==> src/hw/rtl/mme_pkg.sv <==
// Shared constants, codes and control types of the matrix multiply engine.
package mme_pkg;

	localparam int MAX_SIZE_DEF      = 8;
	localparam int ELEMENT_WIDTH_DEF = 16;

	localparam int VALUE_W     = 16;
	localparam int IDX_PORT_W  = 3;
	localparam int ACC_W       = 35;
	localparam int CFG_W       = 4;
	localparam int CFG_INDEX_W = 2;
	localparam int CMD_W       = 2;
	localparam int IN_TDATA_W  = 24;
	localparam int OUT_TDATA_W = 48;

	localparam logic [CFG_INDEX_W-1:0] CFG_MATRIX_SIZE = 2'd0;
	localparam logic [CFG_INDEX_W-1:0] CFG_ACTIVE_ROWS = 2'd1;

	localparam logic [CFG_W-1:0] MATRIX_SIZE_RST = 4'd8;
	localparam logic [CFG_W-1:0] ACTIVE_ROWS_RST = 4'd8;

	typedef enum logic [CMD_W-1:0] {
		CMD_LOAD_A  = 2'd0,
		CMD_LOAD_B  = 2'd1,
		CMD_COMPUTE = 2'd2
	} command_t;

	typedef enum logic [1:0] {
		ST_IDLE,
		ST_ISSUE,
		ST_DRAIN,
		ST_EMIT
	} state_t;

	// Commands from the controller to the datapath.
	typedef struct packed {
		logic rd_en;
		logic first;
		logic emit;
		logic last;
	} dp_cmd_t;

	// Status from the datapath back to the controller.
	typedef struct packed {
		logic pipe_busy;
		logic out_free;
	} dp_status_t;

endpackage

==> src/hw/rtl/mme_ctrl.sv <==
// Controller: configuration registers, loop counters and the sequencing state machine.
module mme_ctrl #(
	parameter int MAX_SIZE = mme_pkg::MAX_SIZE_DEF,
	parameter int IDX_W    = (MAX_SIZE > 1) ? $clog2(MAX_SIZE) : 1
) (
	input  logic                                 clk,
	input  logic                                 arst_n,
	input  logic                                 cfg_valid,
	input  logic [mme_pkg::CFG_INDEX_W-1:0]      cfg_index,
	input  logic [mme_pkg::CFG_W-1:0]            cfg_data,
	input  logic                                 in_valid,
	input  logic [mme_pkg::CMD_W-1:0]            in_cmd,
	output logic                                 in_ready,
	output mme_pkg::dp_cmd_t                     dp_cmd,
	input  mme_pkg::dp_status_t                  dp_status,
	output logic [IDX_W-1:0]                     row_idx,
	output logic [IDX_W-1:0]                     col_idx,
	output logic [IDX_W-1:0]                     k_idx
);

	localparam logic [mme_pkg::CFG_W-1:0] MAX_N = mme_pkg::CFG_W'(MAX_SIZE);

	logic [mme_pkg::CFG_W-1:0] matrix_size_q;
	logic [mme_pkg::CFG_W-1:0] active_rows_q;
	logic [mme_pkg::CFG_W-1:0] n_eff;
	logic [mme_pkg::CFG_W-1:0] rows_eff;
	mme_pkg::state_t           state_q;
	mme_pkg::state_t           state_d;
	logic [IDX_W-1:0]          i_q, i_d;
	logic [IDX_W-1:0]          j_q, j_d;
	logic [IDX_W-1:0]          k_q, k_d;
	logic                      k_end;
	logic                      j_end;
	logic                      i_end;

	always_ff @(posedge clk or negedge arst_n) begin
		if (!arst_n) begin
			matrix_size_q <= mme_pkg::MATRIX_SIZE_RST;
			active_rows_q <= mme_pkg::ACTIVE_ROWS_RST;
		end else if (cfg_valid) begin
			if (cfg_index == mme_pkg::CFG_MATRIX_SIZE) begin
				matrix_size_q <= cfg_data;
			end else if (cfg_index == mme_pkg::CFG_ACTIVE_ROWS) begin
				active_rows_q <= cfg_data;
			end
		end
	end

	assign n_eff    = (matrix_size_q > MAX_N) ? MAX_N : matrix_size_q;
	assign rows_eff = (active_rows_q > n_eff) ? n_eff : active_rows_q;

	assign k_end = (mme_pkg::CFG_W'(k_q) == n_eff - 4'd1);
	assign j_end = (mme_pkg::CFG_W'(j_q) == n_eff - 4'd1);
	assign i_end = (mme_pkg::CFG_W'(i_q) == rows_eff - 4'd1);

	always_ff @(posedge clk or negedge arst_n) begin
		if (!arst_n) begin
			state_q <= mme_pkg::ST_IDLE;
			i_q     <= '0;
			j_q     <= '0;
			k_q     <= '0;
		end else begin
			state_q <= state_d;
			i_q     <= i_d;
			j_q     <= j_d;
			k_q     <= k_d;
		end
	end

	always_comb begin
		state_d      = state_q;
		i_d          = i_q;
		j_d          = j_q;
		k_d          = k_q;
		in_ready     = 1'b0;
		dp_cmd.rd_en = 1'b0;
		dp_cmd.first = (k_q == '0);
		dp_cmd.emit  = 1'b0;
		dp_cmd.last  = i_end && j_end;
		case (state_q)
			mme_pkg::ST_IDLE: begin
				in_ready = 1'b1;
				i_d = '0;
				j_d = '0;
				k_d = '0;
				if (in_valid && in_cmd == mme_pkg::CMD_COMPUTE &&
				    n_eff != 4'd0 && rows_eff != 4'd0) begin
					state_d = mme_pkg::ST_ISSUE;
				end
			end
			mme_pkg::ST_ISSUE: begin
				dp_cmd.rd_en = 1'b1;
				if (k_end) begin
					k_d     = '0;
					state_d = mme_pkg::ST_DRAIN;
				end else begin
					k_d = k_q + 1'b1;
				end
			end
			mme_pkg::ST_DRAIN: begin
				if (!dp_status.pipe_busy) begin
					state_d = mme_pkg::ST_EMIT;
				end
			end
			mme_pkg::ST_EMIT: begin
				if (dp_status.out_free) begin
					dp_cmd.emit = 1'b1;
					if (j_end) begin
						j_d = '0;
						if (i_end) begin
							state_d = mme_pkg::ST_IDLE;
						end else begin
							i_d     = i_q + 1'b1;
							state_d = mme_pkg::ST_ISSUE;
						end
					end else begin
						j_d     = j_q + 1'b1;
						state_d = mme_pkg::ST_ISSUE;
					end
				end
			end
			default: begin
				state_d = mme_pkg::ST_IDLE;
			end
		endcase
	end

	assign row_idx = i_q;
	assign col_idx = j_q;
	assign k_idx   = k_q;

endmodule

==> src/hw/rtl/mme_datapath.sv <==
// Datapath: element memories for A and B, multiply-accumulate pipeline and result register.
module mme_datapath #(
	parameter int MAX_SIZE      = mme_pkg::MAX_SIZE_DEF,
	parameter int ELEMENT_WIDTH = mme_pkg::ELEMENT_WIDTH_DEF,
	parameter int IDX_W         = (MAX_SIZE > 1) ? $clog2(MAX_SIZE) : 1
) (
	input  logic                                  clk,
	input  logic                                  arst_n,
	input  logic                                  in_accept,
	input  logic [mme_pkg::CMD_W-1:0]             in_cmd,
	input  logic [mme_pkg::IDX_PORT_W-1:0]        in_row,
	input  logic [mme_pkg::IDX_PORT_W-1:0]        in_col,
	input  logic [mme_pkg::VALUE_W-1:0]           in_value,
	input  mme_pkg::dp_cmd_t                      dp_cmd,
	output mme_pkg::dp_status_t                   dp_status,
	input  logic [IDX_W-1:0]                      row_idx,
	input  logic [IDX_W-1:0]                      col_idx,
	input  logic [IDX_W-1:0]                      k_idx,
	output logic                                  out_valid,
	input  logic                                  out_ready,
	output logic [mme_pkg::OUT_TDATA_W-1:0]       out_data,
	output logic                                  out_last
);

	localparam int EW     = (ELEMENT_WIDTH < mme_pkg::VALUE_W) ? ELEMENT_WIDTH : mme_pkg::VALUE_W;
	localparam int DEPTH  = MAX_SIZE * MAX_SIZE;
	localparam int ADDR_W = (DEPTH > 1) ? $clog2(DEPTH) : 1;
	localparam int PROD_W = 2 * EW;
	localparam int PAD_W  = mme_pkg::OUT_TDATA_W - 2 * mme_pkg::IDX_PORT_W - mme_pkg::ACC_W;
	localparam logic [mme_pkg::IDX_PORT_W:0] MAX_IDX = (mme_pkg::IDX_PORT_W + 1)'(MAX_SIZE);

	logic [EW-1:0]            mem_a [DEPTH];
	logic [EW-1:0]            mem_b [DEPTH];
	logic                     in_range;
	logic                     wr_a;
	logic                     wr_b;
	logic [ADDR_W-1:0]        wr_addr_a;
	logic [ADDR_W-1:0]        wr_addr_b;
	logic [ADDR_W-1:0]        rd_addr_a;
	logic [ADDR_W-1:0]        rd_addr_b;
	logic signed [EW-1:0]     a_s1;
	logic signed [EW-1:0]     b_s1;
	logic                     v_s1;
	logic                     first_s1;
	logic signed [PROD_W-1:0] prod_s2;
	logic                     v_s2;
	logic                     first_s2;
	logic signed [mme_pkg::ACC_W-1:0] acc_q;
	logic                     out_valid_q;
	logic [mme_pkg::IDX_PORT_W-1:0] out_row_q;
	logic [mme_pkg::IDX_PORT_W-1:0] out_col_q;
	logic [mme_pkg::ACC_W-1:0] out_value_q;
	logic                     out_last_q;

	assign in_range = ({1'b0, in_row} < MAX_IDX) && ({1'b0, in_col} < MAX_IDX);
	assign wr_a = in_accept && in_range && (in_cmd == mme_pkg::CMD_LOAD_A);
	assign wr_b = in_accept && in_range && (in_cmd == mme_pkg::CMD_LOAD_B);

	// A is kept row-major and B column-major, so both reads step along k.
	assign wr_addr_a = ADDR_W'(ADDR_W'(in_row) * ADDR_W'(MAX_SIZE) + ADDR_W'(in_col));
	assign wr_addr_b = ADDR_W'(ADDR_W'(in_col) * ADDR_W'(MAX_SIZE) + ADDR_W'(in_row));
	assign rd_addr_a = ADDR_W'(ADDR_W'(row_idx) * ADDR_W'(MAX_SIZE) + ADDR_W'(k_idx));
	assign rd_addr_b = ADDR_W'(ADDR_W'(col_idx) * ADDR_W'(MAX_SIZE) + ADDR_W'(k_idx));

	always_ff @(posedge clk) begin
		if (wr_a) begin
			mem_a[wr_addr_a] <= in_value[EW-1:0];
		end
		if (dp_cmd.rd_en) begin
			a_s1 <= mem_a[rd_addr_a];
		end
	end

	always_ff @(posedge clk) begin
		if (wr_b) begin
			mem_b[wr_addr_b] <= in_value[EW-1:0];
		end
		if (dp_cmd.rd_en) begin
			b_s1 <= mem_b[rd_addr_b];
		end
	end

	always_ff @(posedge clk or negedge arst_n) begin
		if (!arst_n) begin
			v_s1 <= 1'b0;
			v_s2 <= 1'b0;
		end else begin
			v_s1 <= dp_cmd.rd_en;
			v_s2 <= v_s1;
		end
	end

	always_ff @(posedge clk) begin
		first_s1 <= dp_cmd.first;
		first_s2 <= first_s1;
		prod_s2  <= a_s1 * b_s1;
		if (v_s2) begin
			if (first_s2) begin
				acc_q <= mme_pkg::ACC_W'(prod_s2);
			end else begin
				acc_q <= acc_q + mme_pkg::ACC_W'(prod_s2);
			end
		end
	end

	assign dp_status.pipe_busy = v_s1 || v_s2;
	assign dp_status.out_free  = !out_valid_q || out_ready;

	always_ff @(posedge clk or negedge arst_n) begin
		if (!arst_n) begin
			out_valid_q <= 1'b0;
		end else if (dp_cmd.emit) begin
			out_valid_q <= 1'b1;
		end else if (out_ready) begin
			out_valid_q <= 1'b0;
		end
	end

	always_ff @(posedge clk) begin
		if (dp_cmd.emit) begin
			out_row_q   <= mme_pkg::IDX_PORT_W'(row_idx);
			out_col_q   <= mme_pkg::IDX_PORT_W'(col_idx);
			out_value_q <= acc_q;
			out_last_q  <= dp_cmd.last;
		end
	end

	assign out_valid = out_valid_q;
	assign out_data  = {{PAD_W{1'b0}}, out_value_q, out_col_q, out_row_q};
	assign out_last  = out_last_q;

endmodule

==> src/hw/rtl/matrix_multiply_engine_core.sv <==
// Top level of the matrix multiply engine: controller and datapath.
//
// Requests enter on the s_axis channel. tuser carries the command: load an
// element of A, load an element of B, or compute. tdata carries row, column
// and the signed element value. A load is stored and yields nothing;
// loads may arrive back to back. A compute request multiplies the first
// active_rows rows of A by all matrix_size columns of B and returns one
// result per element on m_axis, row by row, with tlast on the final one.
// Each result is accumulated over matrix_size products through the
// single multiplier, then the pipeline drains and the result is emitted;
// s_axis_tready is low for the whole compute run. The result sits in an
// output register; when the receiver stalls, the sequencer holds until
// that register frees up.
// Configuration writes on the cfg channel are always taken: index 0 sets
// matrix_size, index 1 sets active_rows; both reset to 8. After reset the
// element memories hold no defined values until loaded.
module matrix_multiply_engine_core #(
	parameter int MAX_SIZE      = mme_pkg::MAX_SIZE_DEF,
	parameter int ELEMENT_WIDTH = mme_pkg::ELEMENT_WIDTH_DEF
) (
	input  logic                               clk,
	input  logic                               arst_n,
	input  logic                               s_axis_tvalid,
	output logic                               s_axis_tready,
	// [2:0] row, [5:3] col, [21:6] value, [23:22] zero
	input  logic [mme_pkg::IN_TDATA_W-1:0]     s_axis_tdata,
	// [1:0] command
	input  logic [mme_pkg::CMD_W-1:0]          s_axis_tuser,
	output logic                               m_axis_tvalid,
	input  logic                               m_axis_tready,
	// [2:0] out_row, [5:3] out_col, [40:6] out_value, [47:41] zero
	output logic [mme_pkg::OUT_TDATA_W-1:0]    m_axis_tdata,
	output logic                               m_axis_tlast,
	input  logic                               cfg_valid,
	output logic                               cfg_ready,
	input  logic [mme_pkg::CFG_INDEX_W-1:0]    cfg_index,
	input  logic [mme_pkg::CFG_W-1:0]          cfg_data
);

	localparam int IDX_W = (MAX_SIZE > 1) ? $clog2(MAX_SIZE) : 1;

	mme_pkg::dp_cmd_t    dp_cmd;
	mme_pkg::dp_status_t dp_status;
	logic [IDX_W-1:0]    row_idx;
	logic [IDX_W-1:0]    col_idx;
	logic [IDX_W-1:0]    k_idx;
	logic                in_accept;

	assign cfg_ready = 1'b1;
	assign in_accept = s_axis_tvalid && s_axis_tready;

	mme_ctrl #(
		.MAX_SIZE (MAX_SIZE),
		.IDX_W    (IDX_W)
	) u_ctrl (
		.clk       (clk),
		.arst_n    (arst_n),
		.cfg_valid (cfg_valid),
		.cfg_index (cfg_index),
		.cfg_data  (cfg_data),
		.in_valid  (s_axis_tvalid),
		.in_cmd    (s_axis_tuser),
		.in_ready  (s_axis_tready),
		.dp_cmd    (dp_cmd),
		.dp_status (dp_status),
		.row_idx   (row_idx),
		.col_idx   (col_idx),
		.k_idx     (k_idx)
	);

	mme_datapath #(
		.MAX_SIZE      (MAX_SIZE),
		.ELEMENT_WIDTH (ELEMENT_WIDTH),
		.IDX_W         (IDX_W)
	) u_datapath (
		.clk       (clk),
		.arst_n    (arst_n),
		.in_accept (in_accept),
		.in_cmd    (s_axis_tuser),
		.in_row    (s_axis_tdata[2:0]),
		.in_col    (s_axis_tdata[5:3]),
		.in_value  (s_axis_tdata[21:6]),
		.dp_cmd    (dp_cmd),
		.dp_status (dp_status),
		.row_idx   (row_idx),
		.col_idx   (col_idx),
		.k_idx     (k_idx),
		.out_valid (m_axis_tvalid),
		.out_ready (m_axis_tready),
		.out_data  (m_axis_tdata),
		.out_last  (m_axis_tlast)
	);

endmodule
==> config.mk <==
export PLATFORM = sky130hd
export DESIGN_NAME = matrix_multiply_engine_core
export DESIGN_NICKNAME = d
export VERILOG_FILES = /design/src/hw/rtl/mme_pkg.sv /design/src/hw/rtl/mme_ctrl.sv /design/src/hw/rtl/mme_datapath.sv /design/src/hw/rtl/matrix_multiply_engine_core.sv
export SDC_FILE = /design/constraint.sdc
export NUM_CORES = 2
export LEC_CHECK = 0
export ABC_AREA = 1
export BUFFER_PORTS_ARGS = -buffer_cell sky130_fd_sc_hd__buf_2
export CORE_MARGIN = 4
export CORE_UTILIZATION = 40
export DETAILED_ROUTE_END_ITERATION = 16
export PLACE_DENSITY_LB_ADDON = 0.05
export SYNTH_ARGS = -nofsm -noshare
export SYNTH_HDL_FRONTEND = slang
export SYNTH_HIERARCHICAL = 1
export SYNTH_SLANG_ARGS = --single-unit
==> constraint.sdc <==
create_clock -name clk -period 12 [get_ports clk]
set_input_delay 0 -clock clk [delete_from_list [all_inputs] [get_ports clk]]
set_output_delay 0 -clock clk [all_outputs]
set_load 0.02 [all_outputs]
==> impl_metrics.json <==
{
  "fill_cells": 23098,
  "ant_nets": 0,
  "synth_flop_cell": "edfxtp_1",
  "grt_use_total_pct": 23.4,
  "hold_violations": 0,
  "netlist_area_um2": 100000,
  "slew_violations": 0,
  "clock_path_buffers": 3,
  "crit_end": "u_datapath/prod_s2[25]",
  "cp.arrival_ns": 7.17,
  "cts_max_level": 4,
  "synth_cell_types": 45,
  "cts_tree": "yes",
  "rows": 183,
  "fin_skew_ns": 0.0623,
  "crit_family": "adder cells",
  "outcome": "finished with violations",
  "slowest_stage": "fa_1",
  "post-route-util_pct": 45.0,
  "violations": "capacitance limit",
  "r2r_slack_ns": 5.58,
  "clk_pin_slew_ns": 0.06,
  "finalCriticalPeriod_ns": 6.42,
  "setup_tns_ns": 0,
  "reg2reg_from": "u_datapath/b_s1[1]",
  "async_reset_ff_share_pct": 0.994,
  "crit_type": "reg2reg",
  "cp.depth": 18,
  "num_vias": 66305,
  "setup_viol": 0,
  "path_cells": "nand2_1 > inv_1 > fa_1 > fa_1 > fa_1 > fa_1 > fa_1 > inv_1 > fa_1 > inv_1 > ha_1 > nand2_1 > nor2_1 > inv_1 > nor3_1 > o21ai_0 > nand3_1 > xor2_1",
  "worstPathRequired_ns": 12.74,
  "die_width_um": 508,
  "gp_congestion": 0.849,
  "synthTopCellsByCount": "edfxtp_1, nand2_1, nor2_1",
  "worst_pin_slew_ns": 1.46,
  "totalWireLength_um": 308000,
  "clock_latency_ns": 0.88,
  "grt_first_pass_wirelength_um": 446000,
  "rsz0062_at_grt": "no",
  "cts.sinks": 2213,
  "ys_seq_elements": 2213,
  "synth_mux_area_share_pct": 0,
  "synth-xor-area-share_pct": 0.436,
  "crit_fanout": 16,
  "stdcell_area_um2": 112000,
  "yosys.area_share.simple_pct": 13.0,
  "synth_most_common_cell": "edfxtp_1",
  "post-route-period-util_pct": 53.5,
  "startpoint": "u_datapath/b_s1[1]",
  "synth_area_per_cell_um2": 11.6,
  "ys_warn_count": 6,
  "antenna_found_initial": 14,
  "synth_area_leader_cell": "edfxtp_1",
  "place_hpwl_um": 181000,
  "hp-class": "in2async",
  "routedWlPerCell_um": 25.2,
  "coreArea_um2": 249000,
  "maxSlewHeadroom_pct": 1.73,
  "syn_to_final_growth_pct": 11.9,
  "reg2reg_to": "u_datapath/prod_s2[25]",
  "synth_top_area_share_pct": 64.7,
  "synth_compound_area_share_pct": 8.96,
  "fin_nets": 9103,
  "die_area_um2": 258000,
  "critPathCaptureType": "flip-flop",
  "drive_above_1_share_pct": 7.96,
  "drv_cap": 1,
  "drc": 0,
  "critPathBufInv": 4,
  "drt_pass1_iterations": 5,
  "cts_inserted_buffers": 234,
  "start_util_pct": 40.2,
  "numPortBuffers": 78,
  "drt_iter0_markers": 5831,
  "postSynthCellCount": 8667,
  "die_h_um": 508,
  "cpPeakStageDelay_ns": 0.93,
  "synth_top_family_by_area": "simple AND/OR/NAND/NOR gates",
  "grt-ovfl-total": 0,
  "dpl_cell_area_um2": 104000,
  "grt_max_degree": 151,
  "synth_fa_ha_area_share_pct": 6.89,
  "synth_edf_count": 2157,
  "vias_per_cell": 5.43,
  "root_buffer": "clkbuf_16",
  "clock.fmax_mhz": 156,
  "rr_worst_depth": 18,
  "grt_pass1_vias": 64297,
  "seq_area_frac_synth_pct": 65.9,
  "pin_count": 89,
  "synth.area.top_cells": "edfxtp_1, nand2_1, fa_1",
  "cp-start-kind": "flip-flop",
  "path_common_cell": "fa_1"
}
==> worst reg2reg max path: cells and delay by family (launching register included) <==
| family | cells | cell delay [ns] |
|---|---|---|
| AOI/OAI and AO/OA | 1 | 0.12 |
| xor gates and xnor gates | 1 | 0.17 |
| adders and majority gates | 7 | 3.91 |
| buffers and inverters | 4 | 0.35 |
| DFF | 1 | 0.83 |
| and+or+nand+nor | 5 | 0.95 |
==> per-stage QoR <==
| stage | worst slack (ns) | cells | hold slack, ns |
|---|---|---|---|
| finish | 5.58 | 12203 | 0.176 |
| global placement | 5.63 | 11720 | 0.0213 |
| floorplan | 6.41 | 8673 | -0.296 |
| CTS | 5.55 | 12192 | 0.0412 |
| global route | 5.20 | 12197 | 0.134 |
| detailed placement | 5.60 | 11720 | 0.0231 |
==> kinds of logic (layout without fill, tap and decap cells) <==
kind of cell / count (synthesis) / count (layout)
xor gates and xnor gates: 49 / 49
AOI/OAI and AO/OA: 1659 / 1659
buffers and inverters: 1120 / 1309
other: 2 / 19
DFF: 2213 / 2213
adders and majority gates: 394 / 394
and+or+nand+nor: 3230 / 3230
==> cells in the final DEF, fill, tap and decap left out, drive strengths merged, types with 12 or more instances in the layout <==
| cell type | Yosys | layout |
|---|---|---|
| bufinv | 0 | 30 |
| o21ai | 1047 | 1047 |
| dfxtp | 34 | 34 |
| o22ai | 481 | 481 |
| xor2 | 25 | 25 |
| nand3 | 514 | 514 |
| clkbuf | 314 | 278 |
| xnor2 | 24 | 24 |
| buf | 214 | 246 |
| dfrtp | 20 | 20 |
| nand4 | 16 | 16 |
| a21oi | 105 | 105 |
| o21bai | 12 | 12 |
| nand2 | 1416 | 1416 |
| edfxtp | 2157 | 2157 |
| clkinv | 0 | 109 |
| fa | 263 | 263 |
| nor2 | 1217 | 1217 |
| or2 | 17 | 17 |
| dlygate4sd3 | 0 | 45 |
| ha | 131 | 131 |
| nor3 | 33 | 33 |
| inv | 592 | 595 |
==> registers in the layout, summed over array words and instances, names as in the netlist, 2 cells and up <==
name / cells
u_ctrl/active_rows_q: 4
u_ctrl/col_idx: 3
u_ctrl/k_idx: 3
u_ctrl/matrix_size_q: 4
u_ctrl/row_idx: 3
u_ctrl/state_q: 2
u_datapath/a_s1: 16
u_datapath/acc_q: 35
u_datapath/b_s1: 16
u_datapath/mem_a: 1024
u_datapath/mem_b: 1024
u_datapath/out_col_q: 3
u_datapath/out_row_q: 3
u_datapath/out_value_q: 35
u_datapath/prod_s2: 32
==> repair_timing <==
item	in CTS	in global routing
buffers inserted	0	0
resized for setup	0	0
hold buffers	46	0
endpoints found under the hold margin	1483	0
==> final cells by class <==
class / count / area (um2) / area share [%]
Sequential cell: 2213 / 66000 / 58.9
Clock buffer: 278 / 6040 / 5.39
Inverter: 592 / 2250 / 2.00
Tap cell: 3330 / 4170 / 3.72
Antenna cell: 11 / 27.5 / 0.0246
Clock inverter: 148 / 1630 / 1.45
Timing Repair Buffer: 291 / 2340 / 2.09
Multi-Input combinational cell: 5340 / 29600 / 26.4
==> metal layers <==
metal | vias up | wire length, um | GRT usage, %
met3 | 388 | 18200 | 3.15
li1 | 30277 | - | -
met1 | 33651 | 138000 | 33.7
met2 | 1989 | 142000 | 37.1
met5 | - | 0 | 0
met4 | 0 | 8980 | 6.75
==> worst min path at each step <==
stage	from	end	slack (ns)	depth (start not counted)
2_1_floorplan	arst_n	u_ctrl/active_rows_q[0]	-0.30	0
3_3_place_gp	arst_n	u_ctrl/matrix_size_q[1]	0.02	1
3_5_place_dp	arst_n	u_ctrl/matrix_size_q[2]	0.02	1
4_1_cts	arst_n	u_ctrl/matrix_size_q[2]	0.04	4
5_1_grt	arst_n	u_ctrl/matrix_size_q[2]	0.13	4
6_report	arst_n	u_ctrl/matrix_size_q[2]	0.18	4
Power is not shown: default switching activity piles up to over one toggle a cycle in this logic, so the estimate is an artifact.
